**src/rtl/core/mrh_pkg.sv**
```systemverilog
// Shared types, constants and the CRC-16 byte update for the Modbus RTU reply hunter.
`default_nettype none

package mrh_pkg;

   localparam logic [15:0] CrcInit      = 16'hFFFF;
   localparam logic [15:0] CrcPoly      = 16'hA001;
   localparam logic [7:0]  MaxDataBytes = 8'd251;
   localparam logic [7:0]  FuncReadRegs = 8'd3;
   localparam logic [7:0]  FuncWriteOne = 8'd6;
   localparam logic [7:0]  FuncWriteMany = 8'd16;
   localparam logic [7:0]  ExcBodyBytes = 8'd3;
   localparam logic [7:0]  WriteBodyBytes = 8'd6;
   localparam logic [7:0]  CrcBytes     = 8'd2;
   localparam int          CsrIndexWidth = 1;
   localparam int          CsrDataWidth  = 8;
   localparam int          RspDataWidth  = 48;

   typedef enum logic [CsrIndexWidth-1:0] {
      CSR_STATION_ADDRESS   = 1'b0,
      CSR_EXPECTED_FUNCTION = 1'b1
   } csr_index_type;

   typedef enum logic {
      KIND_DATA_WORD = 1'b0,
      KIND_STATUS    = 1'b1
   } result_kind_type;

   typedef enum logic [1:0] {
      STATUS_GOOD_NORMAL    = 2'd0,
      STATUS_GOOD_EXCEPTION = 2'd1,
      STATUS_CRC_MISMATCH   = 2'd2
   } frame_status_type;

   typedef struct packed {
      logic [7:0] station_address;
      logic [6:0] expected_function;
   } cfg_type;

   typedef struct packed {
      result_kind_type  result_kind;
      logic [15:0]      word_value;
      logic [6:0]       word_index;
      frame_status_type frame_status;
      logic [7:0]       exception_code;
      logic [8:0]       frame_length;
   } rsp_type;

   function automatic logic [15:0] crc16_byte(input logic [15:0] crc_value,
                                              input logic [7:0] data);
      logic [15:0] c;
      c = crc_value ^ {8'h00, data};
      for (int k = 0; k < 8; k++) begin
         c = c[0] ? ((c >> 1) ^ CrcPoly) : (c >> 1);
      end
      return c;
   endfunction

endpackage

`default_nettype wire

```
**src/rtl/core/mrh_csr.sv**
```systemverilog
// Configuration registers of the Modbus RTU reply hunter: station address and function code.
`default_nettype none

module mrh_csr
   import mrh_pkg::*;
(
   input  wire logic                     clock,
   input  wire logic                     reset,
   input  wire logic                     csr_valid,
   output logic                          csr_ready,
   input  wire logic [CsrIndexWidth-1:0] csr_index,
   input  wire logic [CsrDataWidth-1:0]  csr_data,
   output cfg_type                       cfg
);

   cfg_type cfg_ff;
   cfg_type cfg_in;

   always_comb begin
      cfg_in = cfg_ff;
      if (csr_valid) begin
         unique case (csr_index_type'(csr_index))
            CSR_STATION_ADDRESS:   cfg_in.station_address = csr_data;
            CSR_EXPECTED_FUNCTION: cfg_in.expected_function = csr_data[6:0];
            default:               cfg_in = cfg_ff;
         endcase
      end
   end

   always_ff @(posedge clock) begin
      if (reset) begin
         cfg_ff.station_address   <= 8'd1;
         cfg_ff.expected_function <= 7'd3;
      end else begin
         cfg_ff <= cfg_in;
      end
   end

   assign csr_ready = 1'b1;
   assign cfg       = cfg_ff;

endmodule

`default_nettype wire

```
**src/rtl/core/mrh_frame.sv**
```systemverilog
// Frame tracker of the Modbus RTU reply hunter: hunt, CRC check, word and status results.
`default_nettype none

module mrh_frame
   import mrh_pkg::*;
(
   input  wire logic       clock,
   input  wire logic       reset,
   input  wire cfg_type    cfg,
   input  wire logic       in_valid,
   input  wire logic [7:0] in_byte,
   input  wire logic       out_ready,
   output logic            advance,
   output logic            rsp_valid,
   output rsp_type         rsp
);

   typedef enum logic [1:0] {
      PH_HUNT,
      PH_FUNC,
      PH_COUNT,
      PH_BODY
   } phase_type;

   typedef struct packed {
      phase_type   phase;
      logic [8:0]  byte_position;
      logic [7:0]  bytes_remaining;
      logic [15:0] running_crc;
      logic        reply_is_exception;
      logic [7:0]  data_bytes_left;
      logic [7:0]  high_byte_hold;
      logic [6:0]  word_counter;
      logic [7:0]  held_exception_code;
   } frame_state_type;

   localparam frame_state_type HuntState = '{
      phase:               PH_HUNT,
      byte_position:       9'd0,
      bytes_remaining:     8'd0,
      running_crc:         CrcInit,
      reply_is_exception:  1'b0,
      data_bytes_left:     8'd0,
      high_byte_hold:      8'd0,
      word_counter:        7'd0,
      held_exception_code: 8'd0
   };

   frame_state_type state_ff;
   frame_state_type state_in;
   logic            rsp_valid_ff;
   logic            rsp_valid_in;
   rsp_type         rsp_ff;
   rsp_type         rsp_in;
   logic [7:0]      exc_function;
   logic [7:0]      normal_function;
   logic [15:0]     crc_next;

   assign normal_function = {1'b0, cfg.expected_function};
   assign exc_function    = {1'b1, cfg.expected_function};
   assign crc_next        = crc16_byte(state_ff.running_crc, in_byte);
   assign advance         = in_valid && (!rsp_valid_ff || out_ready);

   always_comb begin
      state_in     = state_ff;
      rsp_valid_in = 1'b0;
      rsp_in       = '0;
      unique case (state_ff.phase)
         PH_HUNT: begin
            if (in_byte == cfg.station_address) begin
               state_in               = HuntState;
               state_in.phase         = PH_FUNC;
               state_in.byte_position = 9'd1;
               state_in.running_crc   = crc16_byte(CrcInit, in_byte);
            end
         end
         PH_FUNC: begin
            if (in_byte == normal_function || in_byte == exc_function) begin
               state_in.running_crc   = crc_next;
               state_in.byte_position = 9'd2;
               state_in.phase         = PH_BODY;
               if (in_byte == exc_function) begin
                  state_in.reply_is_exception = 1'b1;
                  state_in.bytes_remaining    = ExcBodyBytes;
               end else if (in_byte == FuncWriteOne || in_byte == FuncWriteMany) begin
                  state_in.bytes_remaining = WriteBodyBytes;
               end else if (in_byte == FuncReadRegs) begin
                  state_in.phase = PH_COUNT;
               end else begin
                  state_in = HuntState;
               end
            end else begin
               state_in = HuntState;
               if (in_byte == cfg.station_address) begin
                  state_in.phase         = PH_FUNC;
                  state_in.byte_position = 9'd1;
                  state_in.running_crc   = crc16_byte(CrcInit, in_byte);
               end
            end
         end
         PH_COUNT: begin
            if (in_byte > MaxDataBytes) begin
               state_in = HuntState;
            end else begin
               state_in.running_crc     = crc_next;
               state_in.data_bytes_left = in_byte;
               state_in.bytes_remaining = in_byte + CrcBytes;
               state_in.byte_position   = 9'd3;
               state_in.phase           = PH_BODY;
            end
         end
         PH_BODY: begin
            state_in.running_crc = crc_next;
            if (state_ff.reply_is_exception && state_ff.byte_position == 9'd2) begin
               state_in.held_exception_code = in_byte;
            end
            if (state_ff.data_bytes_left != 8'd0) begin
               state_in.data_bytes_left = state_ff.data_bytes_left - 8'd1;
               if (state_ff.byte_position[0]) begin
                  state_in.high_byte_hold = in_byte;
               end else begin
                  rsp_valid_in          = 1'b1;
                  rsp_in.result_kind    = KIND_DATA_WORD;
                  rsp_in.word_value     = {state_ff.high_byte_hold, in_byte};
                  rsp_in.word_index     = state_ff.word_counter;
                  state_in.word_counter = state_ff.word_counter + 7'd1;
               end
            end
            state_in.byte_position   = state_ff.byte_position + 9'd1;
            state_in.bytes_remaining = state_ff.bytes_remaining - 8'd1;
            if (state_ff.bytes_remaining == 8'd1) begin
               rsp_valid_in       = 1'b1;
               rsp_in             = '0;
               rsp_in.result_kind = KIND_STATUS;
               if (crc_next != 16'd0) begin
                  rsp_in.frame_status = STATUS_CRC_MISMATCH;
               end else if (state_ff.reply_is_exception) begin
                  rsp_in.frame_status = STATUS_GOOD_EXCEPTION;
               end else begin
                  rsp_in.frame_status = STATUS_GOOD_NORMAL;
               end
               rsp_in.exception_code = state_ff.reply_is_exception ?
                                       state_in.held_exception_code : 8'd0;
               rsp_in.frame_length   = state_ff.byte_position + 9'd1;
               state_in              = HuntState;
            end
         end
         default: state_in = HuntState;
      endcase
   end

   always_ff @(posedge clock) begin
      if (reset) begin
         state_ff     <= HuntState;
         rsp_valid_ff <= 1'b0;
      end else if (advance) begin
         state_ff     <= state_in;
         rsp_valid_ff <= rsp_valid_in;
         rsp_ff       <= rsp_in;
      end else if (out_ready) begin
         rsp_valid_ff <= 1'b0;
      end
   end

   assign rsp_valid = rsp_valid_ff;
   assign rsp       = rsp_ff;

`ifndef SYNTHESIS
   a_status_length: assert property (@(posedge clock) disable iff (reset)
      (rsp_valid_ff && rsp_ff.result_kind == KIND_STATUS) |-> rsp_ff.frame_length >= 9'd5)
      else $error("status beat carries a frame shorter than any legal reply");

   a_hunt_clean: assert property (@(posedge clock) disable iff (reset)
      (state_ff.phase == PH_HUNT) |->
      (state_ff.byte_position == 9'd0 && state_ff.running_crc == CrcInit))
      else $error("hunt phase entered with leftover frame state");

   a_body_pending: assert property (@(posedge clock) disable iff (reset)
      (state_ff.phase == PH_BODY) |->
      (state_ff.bytes_remaining != 8'd0 && state_ff.byte_position >= 9'd2))
      else $error("frame body tracked with no bytes left to collect");

   a_stall_holds_state: assert property (@(posedge clock) disable iff (reset)
      (rsp_valid_ff && !out_ready) |=> $stable(state_ff))
      else $error("frame state moved while the result beat was stalled");
`endif

endmodule

`default_nettype wire

```
**src/rtl/core/modbus_rtu_reply_hunter_unit.sv**
```systemverilog
// Top level of the Modbus RTU reply hunter: input stage, configuration and result packing.
`default_nettype none

// The unit takes one received serial byte per beat and can accept a new byte in every
// clock cycle while no result waits on rsp_tready, since the whole byte-wide CRC-16
// update and frame tracking are combinational between the input register and the
// result register. A byte's result beat, if it causes one, enters the result register
// as the frame stage takes the byte from the input register; a result waiting on
// rsp_tready holds the frame stage, and the input register then takes at most one more
// byte before req_tready drops. Data words of a function 3 reply come out as they
// complete; every finished frame ends with one status beat, which flags a CRC mismatch;
// frames with a malformed header are dropped silently; the station address hunt resumes.
module modbus_rtu_reply_hunter_unit
   import mrh_pkg::*;
(
   input  wire logic                     clock,
   input  wire logic                     reset,
   // Configuration write channel.
   input  wire logic                     csr_valid,
   output logic                          csr_ready,
   input  wire logic [CsrIndexWidth-1:0] csr_index,
   input  wire logic [CsrDataWidth-1:0]  csr_data,
   // Received bytes.
   input  wire logic                     req_tvalid,
   output logic                          req_tready,
   input  wire logic [7:0]               req_tdata,   // rx_byte[7:0]
   // Results.
   output logic                          rsp_tvalid,
   input  wire logic                     rsp_tready,
   // word_value[15:0], word_index[22:16], frame_status[24:23],
   // exception_code[32:25], frame_length[41:33], zero[47:42]
   output logic [RspDataWidth-1:0]       rsp_tdata,
   output logic                          rsp_tuser    // result_kind[0]
);

   cfg_type    cfg;
   logic       in_valid_ff;
   logic       in_valid_in;
   logic [7:0] in_byte_ff;
   logic       advance;
   logic       rsp_valid;
   rsp_type    rsp;

   mrh_csr u_csr (
      .clock     (clock),
      .reset     (reset),
      .csr_valid (csr_valid),
      .csr_ready (csr_ready),
      .csr_index (csr_index),
      .csr_data  (csr_data),
      .cfg       (cfg)
   );

   assign req_tready  = !in_valid_ff || advance;
   assign in_valid_in = req_tready ? req_tvalid : in_valid_ff;

   always_ff @(posedge clock) begin
      if (reset) begin
         in_valid_ff <= 1'b0;
      end else begin
         in_valid_ff <= in_valid_in;
      end
      if (req_tvalid && req_tready) begin
         in_byte_ff <= req_tdata;
      end
   end

   mrh_frame u_frame (
      .clock     (clock),
      .reset     (reset),
      .cfg       (cfg),
      .in_valid  (in_valid_ff),
      .in_byte   (in_byte_ff),
      .out_ready (rsp_tready),
      .advance   (advance),
      .rsp_valid (rsp_valid),
      .rsp       (rsp)
   );

   assign rsp_tvalid = rsp_valid;
   assign rsp_tuser  = rsp.result_kind;
   assign rsp_tdata  = {6'd0, rsp.frame_length, rsp.exception_code, rsp.frame_status,
                        rsp.word_index, rsp.word_value};

endmodule

`default_nettype wire

```
**config.mk**
```make
export PLATFORM = sky130hd
export DESIGN_NAME = modbus_rtu_reply_hunter_unit
export DESIGN_NICKNAME = d
export VERILOG_FILES = /design/src/rtl/core/mrh_pkg.sv /design/src/rtl/core/mrh_csr.sv /design/src/rtl/core/mrh_frame.sv /design/src/rtl/core/modbus_rtu_reply_hunter_unit.sv
export SDC_FILE = /design/constraint.sdc
export NUM_CORES = 1
export LEC_CHECK = 0
export ABC_CLOCK_PERIOD_IN_PS = 3860
export BUFFER_PORTS_ARGS = -buffer_cell sky130_fd_sc_hd__clkbuf_2
export CAP_MARGIN = 20
export CORE_ASPECT_RATIO = 1.75
export CORE_MARGIN = 2
export CORE_UTILIZATION = 55
export CTS_CLUSTER_SIZE = 20
export DETAILED_ROUTE_END_ITERATION = 10
export PLACE_DENSITY = 0.75
export SYNTH_ARGS = -nofsm -noshare
export SYNTH_HDL_FRONTEND = slang
export SYNTH_SLANG_ARGS = --single-unit
```
**constraint.sdc**
```tcl
create_clock -name clock -period 3.86 [get_ports clock]
set_input_delay 0.386 -clock clock [delete_from_list [all_inputs] [get_ports clock]]
set_output_delay 0.386 -clock clock [all_outputs]
set_load 0.05 [all_outputs]
```
==> impl_summary.log <==
[metrics] Reg-to-Reg Start: in_byte_ff[0]$_DFFE_PP_
[metrics] top cells by instance count after synthesis: sky130_fd_sc_hd__dfxtp_1, sky130_fd_sc_hd__nor2_1, sky130_fd_sc_hd__a21oi_1
[metrics] number of maximum-capacitance violations: 0
[metrics] launching element type of the critical path: register
[metrics] Row Count: 55
[metrics] GP Congestion: 0.9798
[metrics] Hold Worst Slack: 0.1371 ns
[metrics] Pleak: 0.003157 µW
[metrics] pin count of the biggest net entering global routing: 45
[metrics] status: completed
[metrics] wire length per cell after detailed routing: 19.28 µm
[metrics] Final setup viols: 0
[metrics] proportion of netlist area held by the largest area contributor: 23.64%
[metrics] routed wire length: 19170 µm
[metrics] remaining max-slew budget at the tightest pin: a little over 40%
[metrics] final net count: 855
[metrics] type of the worst setup path: register to register
[metrics] arrival time reported for the critical path endpoint: 3.59 ns
[metrics] slew at the pin closest to its max-slew limit: 0.8774 ns
[metrics] highest attainable clock frequency: 0.3038 GHz
[metrics] Area Overhead vs Synth: 13.77%
[metrics] count of buffers added by post-CTS timing repair for setup: 0
[metrics] floorplan die area: 0.01389 mm²
[metrics] endpoint of the lowest-slack register-to-register path: u_frame.state_ff[2]$_SDFFE_PP0P_
[metrics] Mean Syn Cell Area: around 9.4 µm²
[metrics] number of clock sinks: 135
[metrics] number of enable flip-flop cells after synthesis: 51
[metrics] cell types with the largest area share after synthesis: sky130_fd_sc_hd__dfxtp_1, sky130_fd_sc_hd__edfxtp_1, sky130_fd_sc_hd__xnor2_1
[metrics] Yosys cell types: 66
[metrics] number of detailed-routing iterations run before antenna repair: 5
[metrics] minimum setup slack among reg-to-reg paths: 0.57 ns
[metrics] dominant register cell in the synthesized netlist: sky130_fd_sc_hd__dfxtp_1
[metrics] most numerous cell in the Yosys netlist: sky130_fd_sc_hd__dfxtp_1
[metrics] total of warnings raised by yosys: 0
[metrics] Worst-Skew Late Latency: 0.42 ns
[metrics] clock edge transition at the registers on the reported setup and hold paths: approximately 0.060 ns
[metrics] number of inserted filler cells in the final layout: roughly 1100
[metrics] cell depth of the worst hold path: 1
[metrics] HP Class: input pin to register
[metrics] top fanout value on the critical path: 17
[metrics] Syn Inst Count: 758
[metrics] number of buffers added by the clock tree synthesis step: 17
[metrics] overall global routing resource usage: between 20% and 30%
[metrics] pins over their slew limit: 0
[metrics] count of hold buffers inserted by post-cts repair: 0
[metrics] proportion of layout cells with a drive suffix above 1: 16.40%
[metrics] number of DRC violations after detailed routing: 0
[metrics] minimum clock period after layout: 3.291 ns
[metrics] global-route wire length before repair: 30540 µm
[metrics] horizontal extent of the die: 89.97 µm
[metrics] number of buffer cells added on primary ports: 66
[metrics] TritonCTS clock tree: yes
[metrics] post-synthesis async set-or-reset flop share: 0%
[metrics] total power per unit cell area: 426.9 mW/mm²
[metrics] source of the worst hold timing path: req_tdata[1]
[metrics] Initial Utilization: between 50% and 60%
[metrics] final period utilization: 85.27%
[metrics] count of antenna-violating nets left after detailed routing: 0
[metrics] endpoint class of the critical path: register
[metrics] CTS root buf: sky130_fd_sc_hd__clkbuf_16
[metrics] Vert. Die Dim: 154.4 µm
[metrics] number of levels in the clock H-tree: 4
[metrics] maximum vdd drop: around 320 µV
[metrics] TNS Setup: 0 ns
[metrics] sequential area share after synthesis: approximately 45%
[metrics] I/O pin cnt: 74
[metrics] post-cts resize count: 0
[metrics] setup repair after global routing missed its margin: no
[metrics] antenna violations before repair: 0
[metrics] count of routing violations after the opening detailed-route iteration: 485
[metrics] Worst Reg2Reg Path Length in Cells: 9
[metrics] number of antenna repair diodes: 0
[metrics] Cell Area, Synth: a little over 0.007 mm²
[metrics] Overflow after GRT: 0
[metrics] Final Skew: 0.01062 ns
[metrics] area of the core: 0.01280 mm²
[metrics] clock tree buffer depth: 2
[metrics] Hold Fails Final Rpt: 0
[metrics] library cell occupying the most area in the post-synthesis netlist: sky130_fd_sc_hd__dfxtp_1
[metrics] register bit count reported by yosys: ~140
[metrics] CP Data Required Time: 4.16 ns
[metrics] HPWL after detailed placement: 13910 µm
[metrics] worst min-delay path endpoint: in_byte_ff[1]$_DFFE_PP_
[metrics] mean number of vias per cell: 5.983
[metrics] vias after detailed routing: 5947
[metrics] number of global-route vias before repair: 5824
-- per-stage QoR --
step	std cells	utilization, %	instance area (µm²)	setup slack (ns)	total power (µW)
2_1_floorplan	763	-	7132	0.6842	1783
3_3_place_gp	961	58.37	7471	0.7087	1847
3_5_place_dp	961	58.37	7471	0.6375	1852
4_1_cts	993	63.07	8073	0.6407	3462
5_1_grt	994	63.23	8093	0.2868	3555
6_report	994	63.23	8093	0.5687	3455
-- cells by family (layout without fill, tap and decap cells) --
family	count (synthesis)	in the layout	synth area share [%]
other	2	7	0.1056
buffers and inverters	76	136	5.805
flip-flops	135	135	45.17
XOR/XNOR	62	62	8.654
adder cells (fa/ha/maj)	23	23	4.046
AO/OA/AOI/OAI	175	175	15.18
multiplexers	11	11	1.548
AND/OR/NAND/NOR	274	274	19.49
-- per-layer routing --
layer / global-route usage, % / wire (µm)
met5: 0 / 0
met1: 30.30 / 7051
met4: 18.46 / 1225
met2: 50.58 / 9953
met3: 4.189 / 937
-- power by group --
part	switching [µW]	internal, µW	total (µW)
Combinational	192	107	299
Sequential	31.2	1500	1530
Clock	638	989	1630
Total	862	2590	3450
-- layout make-up --
type	count	area, µm²	area share, %
well taps	171	214.0	2.644
inverters	22	82.58	1.020
repair buffers	82	462.9	5.720
flip-flops and latches	135	3213	39.70
multi-input cells	552	3518	43.48
clock inverters	11	108.9	1.345
clock buffers	21	493.0	6.092
-- state kept, by name, summed over array words and instances, names as in the netlist --
register / count
in_byte_ff: 8
u_frame.state_ff: 67
u_frame.rsp: 43
u_frame.rsp_valid: 1
u_csr.cfg: 15
in_valid_ff: 1
-- cells in the final DEF, fill, tap and decap left out, types with 3 or more instances in the layout --
cell type	netlist	routed
sky130_fd_sc_hd__dfxtp_1	84	84
sky130_fd_sc_hd__nor2_1	82	81
sky130_fd_sc_hd__a21oi_1	69	69
sky130_fd_sc_hd__clkbuf_2	0	66
sky130_fd_sc_hd__edfxtp_1	51	51
sky130_fd_sc_hd__nand2_1	50	50
sky130_fd_sc_hd__xnor2_1	43	43
sky130_fd_sc_hd__and3_1	35	35
sky130_fd_sc_hd__o21ai_0	34	34
sky130_fd_sc_hd__ha_1	23	23
sky130_fd_sc_hd__or3_1	21	21
sky130_fd_sc_hd__inv_1	20	20
sky130_fd_sc_hd__clkbuf_16	0	19
sky130_fd_sc_hd__o22ai_1	17	17
sky130_fd_sc_hd__nand3_1	16	16
sky130_fd_sc_hd__buf_4	7	15
sky130_fd_sc_hd__xor2_1	12	12
sky130_fd_sc_hd__nand2b_1	11	11
sky130_fd_sc_hd__nor3_1	12	11
sky130_fd_sc_hd__mux2i_1	11	11
sky130_fd_sc_hd__nand3b_1	10	10
sky130_fd_sc_hd__a22oi_1	10	10
sky130_fd_sc_hd__nor4_1	8	8
sky130_fd_sc_hd__a211o_1	8	8
sky130_fd_sc_hd__nand4_1	7	7
sky130_fd_sc_hd__a221oi_1	7	7
sky130_fd_sc_hd__conb_1	2	7
sky130_fd_sc_hd__or2_2	6	6
sky130_fd_sc_hd__a211oi_1	5	5
sky130_fd_sc_hd__xnor2_2	3	3
sky130_fd_sc_hd__and2_1	3	3
sky130_fd_sc_hd__a31oi_1	3	3
sky130_fd_sc_hd__clkinvlp_4	0	3
sky130_fd_sc_hd__inv_6	0	3
-- worst max-delay path, stage by stage, from the launching register on --
cell and delay, ns:
sky130_fd_sc_hd__edfxtp_1 0.74, sky130_fd_sc_hd__inv_1 0.29, sky130_fd_sc_hd__ha_1 0.27, sky130_fd_sc_hd__nand3_1 0.14, sky130_fd_sc_hd__a31o_2 0.17, sky130_fd_sc_hd__a2111oi_0 0.11
sky130_fd_sc_hd__nand4b_2 0.51, sky130_fd_sc_hd__nor2_2 0.53, sky130_fd_sc_hd__mux2i_1 0.30, sky130_fd_sc_hd__nor2_1 0.08
-- worst max path at each step --
stage | endpoint | start
floorplan | u_frame.rsp[0]$_SDFFCE_PN0P_ | reset
global placement | u_frame.state_ff[47]$_SDFFE_PP1P_ | in_byte_ff[2]$_DFFE_PP_
detailed placement | u_frame.state_ff[47]$_SDFFE_PP1P_ | in_byte_ff[2]$_DFFE_PP_
CTS | u_frame.state_ff[2]$_SDFFE_PP0P_ | in_byte_ff[0]$_DFFE_PP_
global route | u_frame.state_ff[2]$_SDFFE_PP0P_ | in_byte_ff[5]$_DFFE_PP_
finish | u_frame.state_ff[2]$_SDFFE_PP0P_ | in_byte_ff[0]$_DFFE_PP_
Note: power is estimated with default switching activity, not from simulation.
